### src/hdl/debounced_pulse_tachometer_core_assert.svh
// ----------------------------------------------------------------------------
// Assertion macros for the debounced pulse tachometer
// Shared forms of the concurrent checks used by the core's modules.
// ----------------------------------------------------------------------------
`ifndef DEBOUNCED_PULSE_TACHOMETER_CORE_ASSERT_SVH
`define DEBOUNCED_PULSE_TACHOMETER_CORE_ASSERT_SVH

// The consequent must hold in the same cycle as the antecedent.
`define DPT_ASSERT_SAME(lbl, clk, rst, ante, cons) \
  lbl: assert property (@(posedge clk) disable iff (rst) (ante) |-> (cons)) \
    else $error("tachometer check failed");

// The consequent must hold in the cycle after the antecedent.
`define DPT_ASSERT_NEXT(lbl, clk, rst, ante, cons) \
  lbl: assert property (@(posedge clk) disable iff (rst) (ante) |=> (cons)) \
    else $error("tachometer sequence check failed");

`endif

### src/hdl/dpt_pkg.sv
// ----------------------------------------------------------------------------
// Debounced pulse tachometer package
// Widths, reset values, codes and the controller/datapath interface types.
// ----------------------------------------------------------------------------
package dpt_pkg;

  localparam int TIME_W     = 48;
  localparam int TALLY_W    = 32;
  localparam int DEB_W      = 20;
  localparam int SCALE_W    = 12;
  localparam int RPM_W      = 32;
  localparam int PROD_W     = TALLY_W + SCALE_W;
  localparam int HZ_W       = 20;
  localparam int NUM_W      = 64;
  localparam int CFG_IDX_W  = 1;
  localparam int CFG_DATA_W = 20;
  localparam int DIV_STEPS  = RPM_W;
  localparam int CNT_W      = $clog2(DIV_STEPS);

  localparam logic [HZ_W-1:0]    TIMER_HZ      = HZ_W'(1000000);
  localparam logic [DEB_W-1:0]   DEBOUNCE_RST  = DEB_W'(10000);
  localparam logic [SCALE_W-1:0] SCALE_RST     = SCALE_W'(60);

  localparam logic [CFG_IDX_W-1:0] CFG_DEBOUNCE = 1'b0;
  localparam logic [CFG_IDX_W-1:0] CFG_SCALE    = 1'b1;

  localparam logic OP_EDGE  = 1'b0;
  localparam logic OP_QUERY = 1'b1;

  typedef enum logic [2:0] {
    ST_IDLE,
    ST_MUL_SCALE,
    ST_MUL_HZ,
    ST_DIV_INIT,
    ST_DIV,
    ST_FINISH
  } state_t;

  typedef struct packed {
    logic accept_edge;
    logic accept_query;
    logic mul_scale;
    logic mul_hz;
    logic div_init;
    logic div_step;
    logic load_result;
  } ctrl_cmd_t;

  typedef struct packed {
    logic out_free;
    logic div_skip;
    logic div_last;
  } dp_status_t;

endpackage

### src/hdl/dpt_ctrl.sv
// ----------------------------------------------------------------------------
// Tachometer controller
// Sequences the accept, multiply, divide and result steps of one item.
// ----------------------------------------------------------------------------
module dpt_ctrl (
  input  logic                clk,
  input  logic                rst,
  input  logic                in_valid,
  input  logic                opcode,
  output logic                in_stall,
  input  dpt_pkg::dp_status_t status,
  output dpt_pkg::ctrl_cmd_t  cmd
);
  import dpt_pkg::*;

  `include "debounced_pulse_tachometer_core_assert.svh"

  state_t state;
  state_t state_next;
  logic   take;

  assign take = in_valid && (state == ST_IDLE) && status.out_free;

  always_ff @(posedge clk) begin
    if (rst) begin
      state <= ST_IDLE;
    end else begin
      state <= state_next;
    end
  end

  always_comb begin
    state_next = state;
    case (state)
      ST_IDLE: begin
        if (take && (opcode == OP_QUERY)) begin
          state_next = ST_MUL_SCALE;
        end
      end
      ST_MUL_SCALE: state_next = ST_MUL_HZ;
      ST_MUL_HZ:    state_next = ST_DIV_INIT;
      ST_DIV_INIT:  state_next = ST_DIV;
      ST_DIV: begin
        if (status.div_skip || status.div_last) begin
          state_next = ST_FINISH;
        end
      end
      ST_FINISH: begin
        if (status.out_free) begin
          state_next = ST_IDLE;
        end
      end
      default: state_next = ST_IDLE;
    endcase
  end

  always_comb begin
    cmd      = '0;
    in_stall = !((state == ST_IDLE) && status.out_free);
    case (state)
      ST_IDLE: begin
        cmd.accept_edge  = take && (opcode == OP_EDGE);
        cmd.accept_query = take && (opcode == OP_QUERY);
      end
      ST_MUL_SCALE: cmd.mul_scale = 1'b1;
      ST_MUL_HZ:    cmd.mul_hz = 1'b1;
      ST_DIV_INIT:  cmd.div_init = 1'b1;
      ST_DIV:       cmd.div_step = !status.div_skip;
      ST_FINISH:    cmd.load_result = status.out_free;
      default:      cmd = '0;
    endcase
  end

  `DPT_ASSERT_NEXT(a_init_then_div, clk, rst, state == ST_DIV_INIT, state == ST_DIV)
  `DPT_ASSERT_SAME(a_result_slot_free, clk, rst, cmd.load_result, status.out_free)
  `DPT_ASSERT_SAME(a_one_command, clk, rst, 1'b1, $onehot0(cmd))

endmodule

### src/hdl/dpt_datapath.sv
// ----------------------------------------------------------------------------
// Tachometer datapath
// Configuration, pulse and query state, multiplier, bit-serial divider and
// the output register.
// ----------------------------------------------------------------------------
module dpt_datapath (
  input  logic                           clk,
  input  logic                           rst,
  input  logic                           cfg_write,
  input  logic [dpt_pkg::CFG_IDX_W-1:0]  cfg_index,
  input  logic [dpt_pkg::CFG_DATA_W-1:0] cfg_data,
  input  logic [dpt_pkg::TIME_W-1:0]     timestamp_us,
  input  dpt_pkg::ctrl_cmd_t             cmd,
  output dpt_pkg::dp_status_t            status,
  output logic                           out_valid,
  input  logic                           out_stall,
  output logic                           edge_accepted,
  output logic [dpt_pkg::RPM_W-1:0]      rpm,
  output logic [dpt_pkg::TALLY_W-1:0]    pulse_total
);
  import dpt_pkg::*;

  `include "debounced_pulse_tachometer_core_assert.svh"

  logic [DEB_W-1:0]   debounce_us;
  logic [SCALE_W-1:0] per_minute_scale;
  logic [TALLY_W-1:0] pulse_tally;
  logic [TIME_W-1:0]  last_edge_time;
  logic [TALLY_W-1:0] tally_at_query;
  logic [TIME_W-1:0]  time_at_query;
  logic [TALLY_W-1:0] dp;
  logic [TIME_W-1:0]  dt;
  logic [PROD_W-1:0]  prod;
  logic [NUM_W-1:0]   num;
  logic [TIME_W-1:0]  rem;
  logic [RPM_W-1:0]   quo;
  logic [CNT_W-1:0]   cnt;
  logic               sat;
  logic               zero;

  logic [TIME_W-1:0]  since;
  logic               pass;
  logic [TIME_W:0]    shifted;
  logic [TIME_W:0]    diff;
  logic               ge;

  assign since   = timestamp_us - last_edge_time;
  assign pass    = since > TIME_W'(debounce_us);
  assign shifted = {rem, quo[RPM_W-1]};
  assign diff    = shifted - {1'b0, dt};
  assign ge      = shifted >= {1'b0, dt};

  assign status.out_free = !out_valid || !out_stall;
  assign status.div_skip = sat || zero;
  assign status.div_last = cnt == CNT_W'(DIV_STEPS - 1);

  always_ff @(posedge clk) begin
    if (rst) begin
      debounce_us      <= DEBOUNCE_RST;
      per_minute_scale <= SCALE_RST;
    end else if (cfg_write) begin
      case (cfg_index)
        CFG_DEBOUNCE: debounce_us <= cfg_data[DEB_W-1:0];
        CFG_SCALE:    per_minute_scale <= cfg_data[SCALE_W-1:0];
        default:      ;
      endcase
    end
  end

  always_ff @(posedge clk) begin
    if (rst) begin
      pulse_tally    <= '0;
      last_edge_time <= '0;
      tally_at_query <= '0;
      time_at_query  <= '0;
    end else if (cmd.accept_edge && pass) begin
      pulse_tally    <= pulse_tally + TALLY_W'(1);
      last_edge_time <= timestamp_us;
    end else if (cmd.accept_query) begin
      tally_at_query <= pulse_tally;
      time_at_query  <= timestamp_us;
    end
  end

  always_ff @(posedge clk) begin
    if (cmd.accept_query) begin
      dp <= pulse_tally - tally_at_query;
      dt <= timestamp_us - time_at_query;
    end
    if (cmd.mul_scale) begin
      prod <= PROD_W'(dp) * PROD_W'(per_minute_scale);
    end
    if (cmd.mul_hz) begin
      num <= NUM_W'(prod) * NUM_W'(TIMER_HZ);
    end
    if (cmd.div_init) begin
      zero <= dt == '0;
      sat  <= TIME_W'(num[NUM_W-1:RPM_W]) >= dt;
      rem  <= TIME_W'(num[NUM_W-1:RPM_W]);
      quo  <= num[RPM_W-1:0];
      cnt  <= '0;
    end else if (cmd.div_step) begin
      rem <= ge ? diff[TIME_W-1:0] : shifted[TIME_W-1:0];
      quo <= {quo[RPM_W-2:0], ge};
      cnt <= cnt + CNT_W'(1);
    end
  end

  always_ff @(posedge clk) begin
    if (rst) begin
      out_valid <= 1'b0;
    end else if (cmd.accept_edge || cmd.load_result) begin
      out_valid <= 1'b1;
    end else if (!out_stall) begin
      out_valid <= 1'b0;
    end
  end

  always_ff @(posedge clk) begin
    if (cmd.accept_edge) begin
      edge_accepted <= pass;
      rpm           <= '0;
      pulse_total   <= pass ? pulse_tally + TALLY_W'(1) : pulse_tally;
    end else if (cmd.load_result) begin
      edge_accepted <= 1'b0;
      rpm           <= zero ? '0 : (sat ? '1 : quo);
      pulse_total   <= pulse_tally;
    end
  end

  `DPT_ASSERT_SAME(a_rem_below_divisor, clk, rst, cmd.div_step, rem < dt)
  `DPT_ASSERT_SAME(a_edge_has_no_rate, clk, rst, out_valid && edge_accepted, rpm == '0)

endmodule

### src/hdl/debounced_pulse_tachometer_core.sv
// An edge beat gives its result in the cycle after acceptance. A query beat
// runs two multiply steps, one divide setup and 32 restoring divide steps
// (skipped when the interval is zero or the rate saturates), then loads its
// result once the output slot is free. One item is handled at a time: a new
// item is taken only when idle with the output slot free.
// Reset clears all pulse and query state and restores the register defaults.
// ----------------------------------------------------------------------------
// Debounced pulse tachometer core
// Counts debounced sensor edges and reports the pulse rate between queries.
// ----------------------------------------------------------------------------
module debounced_pulse_tachometer_core (
  input  logic                           clk,
  input  logic                           rst,
  input  logic                           cfg_write,
  input  logic [dpt_pkg::CFG_IDX_W-1:0]  cfg_index,
  input  logic [dpt_pkg::CFG_DATA_W-1:0] cfg_data,
  input  logic                           in_valid,
  output logic                           in_stall,
  input  logic                           opcode,
  input  logic [dpt_pkg::TIME_W-1:0]     timestamp_us,
  output logic                           out_valid,
  input  logic                           out_stall,
  output logic                           edge_accepted,
  output logic [dpt_pkg::RPM_W-1:0]      rpm,
  output logic [dpt_pkg::TALLY_W-1:0]    pulse_total
);
  import dpt_pkg::*;

  ctrl_cmd_t  cmd;
  dp_status_t status;

  dpt_ctrl u_ctrl (
    .clk      (clk),
    .rst      (rst),
    .in_valid (in_valid),
    .opcode   (opcode),
    .in_stall (in_stall),
    .status   (status),
    .cmd      (cmd)
  );

  dpt_datapath u_datapath (
    .clk           (clk),
    .rst           (rst),
    .cfg_write     (cfg_write),
    .cfg_index     (cfg_index),
    .cfg_data      (cfg_data),
    .timestamp_us  (timestamp_us),
    .cmd           (cmd),
    .status        (status),
    .out_valid     (out_valid),
    .out_stall     (out_stall),
    .edge_accepted (edge_accepted),
    .rpm           (rpm),
    .pulse_total   (pulse_total)
  );

endmodule
### config.mk
export PLATFORM = sky130hd
export DESIGN_NAME = debounced_pulse_tachometer_core
export DESIGN_NICKNAME = d
export VERILOG_FILES = /design/src/hdl/dpt_pkg.sv /design/src/hdl/dpt_ctrl.sv /design/src/hdl/dpt_datapath.sv /design/src/hdl/debounced_pulse_tachometer_core.sv
export VERILOG_INCLUDE_DIRS = /design/src /design/src/hdl
export SDC_FILE = /design/constraint.sdc
export NUM_CORES = 2
export LEC_CHECK = 0
export ABC_CLOCK_PERIOD_IN_PS = 7100
export BUFFER_PORTS_ARGS = -buffer_cell sky130_fd_sc_hd__clkbuf_2
export CAP_MARGIN = 20
export CORE_UTILIZATION = 35
export CTS_BUF_LIST = sky130_fd_sc_hd__clkbuf_16
export CTS_CLUSTER_SIZE = 40
export DETAILED_ROUTE_END_ITERATION = 6
export PLACE_DENSITY = 0.55
export SYNTH_ARGS = -nofsm -noshare
export SYNTH_HDL_FRONTEND = slang
export SYNTH_SLANG_ARGS = --single-unit
### constraint.sdc
create_clock -name clk -period 7.1 [get_ports clk]
set_input_delay 1.42 -clock clk [delete_from_list [all_inputs] [get_ports clk]]
set_output_delay 1.42 -clock clk [all_outputs]
set_load 0.005 [all_outputs]
Yosys cells after proc, flatten, opt, wreduce, memory -nomap -nowiden
Cells that the tools add are included.
Cells by class
  add/subtract/negate cells: 6
  $mul: 2
  div/mod/pow operators: 0
  magnitude comparators: 3
  equal/unequal tests: 10
  shifts and indexed selects: 0
  multiplexer cells: 24
  bitwise gates (word level): 3
  reductions and logical operators: 22
Operators with widths (count)
  $mux W32: 9
  $sub A48 B48 Y48: 3
  $mul A44 B14 Y58 const B: 1
  $ge A49 B48 Y1: 1
  $ge A32 B48 Y1: 1
  $gt A48 B20 Y1: 1
  $logic_not A48 Y1: 1
  $mux W48: 1
  $mul A32 B12 Y44: 1
  $add A32 B1 Y32 const B: 1
  $sub A32 B32 Y32: 1
  $pmux W3 S6: 1
  $mux W1: 9
  $mux W3: 3
  $eq A3 B2 Y1 const B: 2
  $eq A3 B3 Y1 const B: 2
  $logic_and A1 B1 Y1: 6
  $ne A2 B1 Y1 const B: 3
  $reduce_and A2 Y1: 3
  $add A5 B1 Y5 const B: 1
  $eq A5 B5 Y1 const B: 1
  $logic_not A1 Y1: 4
  $logic_or A1 B1 Y1: 4
  $reduce_bool A2 Y1: 2
  other kinds (6): 8
Storage, ports and cells
  register bits: 530
  latch bits: 0
  memory bits (writable): 0
  memory bits (read-only): 0
  input port bits: 75
  output and inout bits: 67
  memories: 0

Longest topological paths before layout
  depth in word-level cells: 8
  depth in mapped cells: 30
  gate-level depth less buffers: 27

Hierarchy
From an unflattened synthesis, not the netlist that was laid out.
Unflattened totals
  cells, all modules: 5449
  area, all modules: 50123.1 um^2
Modules (own cells, without submodules)
  dpt_datapath: times used 1, cells each 5423, area an instance 49874.1 um^2
  dpt_ctrl: times used 1, cells each 26, area an instance 249.0 um^2

Least setup slack after synthesis
No wires, ideal clock.
  kind: input-to-reg
  start point: input port timestamp_us[0] (netlist bit)
  end point: register u_datapath.pulse_total[4] (netlist bit), data pin
  setup time: 0.263 ns
  arrival: 6.690 ns
  data required time: 6.837 ns
  setup slack: 0.147 ns
  cell stages on the path: 30
  path buffers: 3
  cell sequence: inv_1 -> ha_1 -> inv_1 -> fa_1 -> a211oi_1 -> o21ai_0 -> nand4_1 -> and2_1 -> o21ai_0 -> a21o_1 -> a21oi_1 -> xnor2_1 -> ha_1 -> nand2_1 -> o21ai_0 -> a22o_1 -> nor4_1 -> o2111ai_1 -> a2111oi_0 -> o211ai_1 -> nand4b_1 -> or4_4 -> nor4_4 -> o2111ai_2 -> o21ai_2 -> buf_6 -> buf_12 -> buf_8 -> nor2_1 -> xor2_1
Between the ends
  cells in the longest elaborated chain, start to end: 4
RTL lines
  from (decl): RTL line debounced_pulse_tachometer_core.sv:20  | input logic [dpt_pkg::TIME_W-1:0] timestamp_us,
  $sub A48 B48 Y48: RTL line dpt_datapath.sv:47  | assign since = timestamp_us - last_edge_time;
  $gt A48 B20 Y1: RTL line dpt_datapath.sv:48  | assign pass = since > TIME_W'(debounce_us);
  $mux W32: RTL line dpt_datapath.sv:123  | pulse_total <= pass ? pulse_tally + TALLY_W'(1) : pulse_tally;
  $mux W32: RTL line dpt_datapath.sv:120  | if (cmd.accept_edge) begin
  to (signal assigned): RTL line dpt_datapath.sv:123
  to (signal assigned): RTL line dpt_datapath.sv:127  | pulse_total <= pulse_tally;
  to (decl): RTL line dpt_datapath.sv:19  | output logic [dpt_pkg::TALLY_W-1:0] pulse_total
No other way between the ends.
A chain may end at the register's enable or synchronous reset.

Worst setup path in the final report
  start point: register u_datapath.dp[5]
  end point: register u_datapath.prod[43], data pin
Between the ends
  cells in the longest elaborated chain, start to end: 1
RTL lines
  from (decl): RTL line dpt_datapath.sv:31  | logic [TALLY_W-1:0] dp;
  from (signal assigned): RTL line dpt_datapath.sv:87  | dp <= pulse_tally - tally_at_query;
  $mul A32 B12 Y44: RTL line dpt_datapath.sv:91  | prod <= PROD_W'(dp) * PROD_W'(per_minute_scale);
  to (signal assigned): RTL line dpt_datapath.sv:91
  to (decl): RTL line dpt_datapath.sv:33  | logic [PROD_W-1:0] prod;
No other way between the ends.

==> summary.md <==
| Metric | Value |
|---|---|
| Final min period | 6.81 ns |
| Total wire length | 128 mm |
| Ys flop type | edfxtp_1 |
| Critical path arrival | 7.25 ns |
| Final core occ | 0.396 |
| Crit path kind | flip-flop to flip-flop |
| Max H-tree Level | 2 |
| PortBufs | 141 |
| Hold WC Path Type | flip-flop to flip-flop |
| CP bufs+invs | 5 |
| Routed length per placed instance | 16.6 um |
| Mapped Cells | 5570 |
| Vias per std cell | 4.97 |
| DR iter-0 viols | 2200 |
| Initial antenna violation count | 0 |
| DRT Pass-1 Iters | 7 |
| #FFs+latches synth | 530 |
| Worst clock skew | 0.0479 ns |
| Crit path max fanout | 3 |
| Fin crit share | 0.960 |
| TritonCTS Buffers | 61 |
| Register area share after synthesis | 0.264 |
| Status | finished with violations |
| Post-route ant nets | 0 |
| EDFF count, synth | 281 |
| DP HPWL | 102 mm |
| Syn Area/Cell | 9.12 um2 |
| Initial Util | 0.353 |
| Final nets | 6837 |
| Synth Warn # | 0 |
| Crit start category | flip-flop |
| TritonCTS clock tree | built |
| Max-slew headroom | 0.351 |
| DRC | 16 |
| Worst Tran Pin Value | 0.974 ns |
| Largest net degree at the start of global routing | 161 |
| Failing checks | DRC |
| Total gr overflow | 0 |
| Setup TNS | 0 ns |
| Delay-heaviest family, CP | adder cells |
| FMAX | 147 MHz |
| Mapped Area | 50800 um2 |
| Vias | 38.4k |
| Critical path required time | 7.53 ns |
| Clk_lat worst skew | 0.71 ns |
| Max-slew violations | 0 |
| Max clock buf depth | 3 |
| Max Cap Viol | 0 |
| IO Count | 142 |
| First-pass GRT wire length | 207 mm |
| Hold Vio Cnt, Final | 0 |
| Die Wd | 383 um |
| Netlist cell types | 86 |
| Synthesized Nets | 6643 |
| Clk sinks | 530 |
| Crit path capture type | flip-flop |
| Asr flop ratio synth | 0 |
| Clock-pin transition on the worst setup and hold timing paths | 0.06 ns |
| Floorplan core area | 144000 um2 |
| Vias in the first global route | 38.2k |
| Share of layout cells above drive strength 1 | 0.0901 |
| Hold_ws | 0.451 ns |
| Root Driver | clkbuf_16 |
| Layout area overhead | 12.0% |
| Total GRT Usage | 0.175 |
| Slowest cell on crit path | fa_1 |
| Final setup vio count | 0 |
| Die H | 383 um |
| GPL Wtd Cong | 0.892 |
| Rows | 139 |
| # hold bufs at CTS | 0 |
| CP max stage delay | 0.55 ns |
| Die Area | 147000 um2 |
==> path summary, 6_finish.rpt <==
| path | from | endpoint | slack, ns | depth (start not counted) |
|---|---|---|---|---|
| min | u_datapath.tally_at_query[16] | u_datapath.tally_at_query[16] | 0.45 | 2 |
| max | u_datapath.dp[5] | u_datapath.prod[43] | 0.29 | 25 |
| max reg2reg | u_datapath.dp[5] | u_datapath.prod[43] | 0.29 | 25 |
| min reg2reg | u_datapath.tally_at_query[16] | u_datapath.tally_at_query[16] | 0.45 | 2 |
==> area by class of cell <==
class,instances,area [um2]
multi-input cells,3993,33600
repair buffers,334,2390
fillers,14500,86900
clock inverters,50,335
diodes,1,2.50
flip-flops and latches,530,13400
well taps,1903,2380
clock buffers,66,1650
inverters,844,3170
==> kinds of logic (layout without fill, tap and decap cells) <==
kind of cell,after synthesis,after routing,synth area share
muxes,103,103,0.0206
buffers and inverters,1047,1294,0.0798
and+or+nand+nor,1623,1623,0.146
DFF,530,530,0.264
AOI/OAI and AO/OA,1029,1029,0.128
adders and majority gates,998,998,0.319
xor gates and xnor gates,240,240,0.0414
other,0,1,0
==> per-stage QoR <==
stage / cells / setup slack [ns] / cell area (um2)
2_1_floorplan: 5570 / 0.147 / 50800
3_3_place_gp: 7588 / -0.514 / 54600
3_5_place_dp: 7588 / -0.706 / 54600
4_1_cts: 7704 / 0.00246 / 56600
5_1_grt: 7720 / -0.0129 / 56900
6_report: 7721 / 0.286 / 56900
==> synth_stat cells (23+ instances only) <==
library cell,instances,area (um2)
a211oi_1,26,195
a21o_1,151,1130
a21oi_1,422,2110
a31oi_1,23,144
and2_1,144,901
and3_1,36,225
clkbuf_1,176,661
dfxtp_1,249,4980
edfxtp_1,281,8440
fa_1,499,9990
ha_1,499,6240
inv_1,843,3160
mux2i_1,95,951
nand2_1,732,2750
nand2b_1,38,238
nand3_1,70,350
nand4_1,42,263
nor2_1,327,1230
nor2b_1,51,319
nor3_1,79,395
o21a_1,44,330
o21ai_0,142,711
o21bai_1,30,225
xnor2_1,165,1450
xor2_1,75,657
==> tightest hold or removal path, cell delays in order, from the launching register on <==
cell and delay (ns):
dfxtp_1 0.30, nand2_1 0.05, a21oi_1 0.05
==> cells in the final DEF, fill, tap and decap left out, types with 165 or more instances in the layout <==
cell type	instances
inv_1	851
a21oi_1	420
nand2_1	731
nor2_1	326
ha_1	497
xnor2_1	165
fa_1	498
edfxtp_1	281
dfxtp_1	243
buf_4	169
==> sequential cells by signal (all words and copies together) (netlist names), 12 cells and up <==
register and cells:
u_datapath.debounce_us 20, u_datapath.dp 32, u_datapath.dt 48, u_datapath.last_edge_time 48, u_datapath.num 58, u_datapath.per_minute_scale 12, u_datapath.prod 44, u_datapath.pulse_tally 32
u_datapath.pulse_total 32, u_datapath.quo 32, u_datapath.rem 48, u_datapath.rpm 32, u_datapath.tally_at_query 32, u_datapath.time_at_query 48
==> routing by layer <==
layer	GRT usage	wire length (um)	up-vias
met5	0	0	-
met3	0.0304	6890	125
met1	0.263	65200	18600
li1	-	-	18900
met2	0.260	53800	749
met4	0.0325	2080	0
==> what timing repair did <==
item / 4_1_cts / 5_1_grt
gates resized for setup: 4 / 46
buffers inserted: 0 / 13
setup endpoints to repair: 4 / 122
pin swaps: 0 / 25
gates cloned: 0 / 2
Power is not shown: default switching activity piles up to over one toggle a cycle in this logic, so the estimate is an artifact.
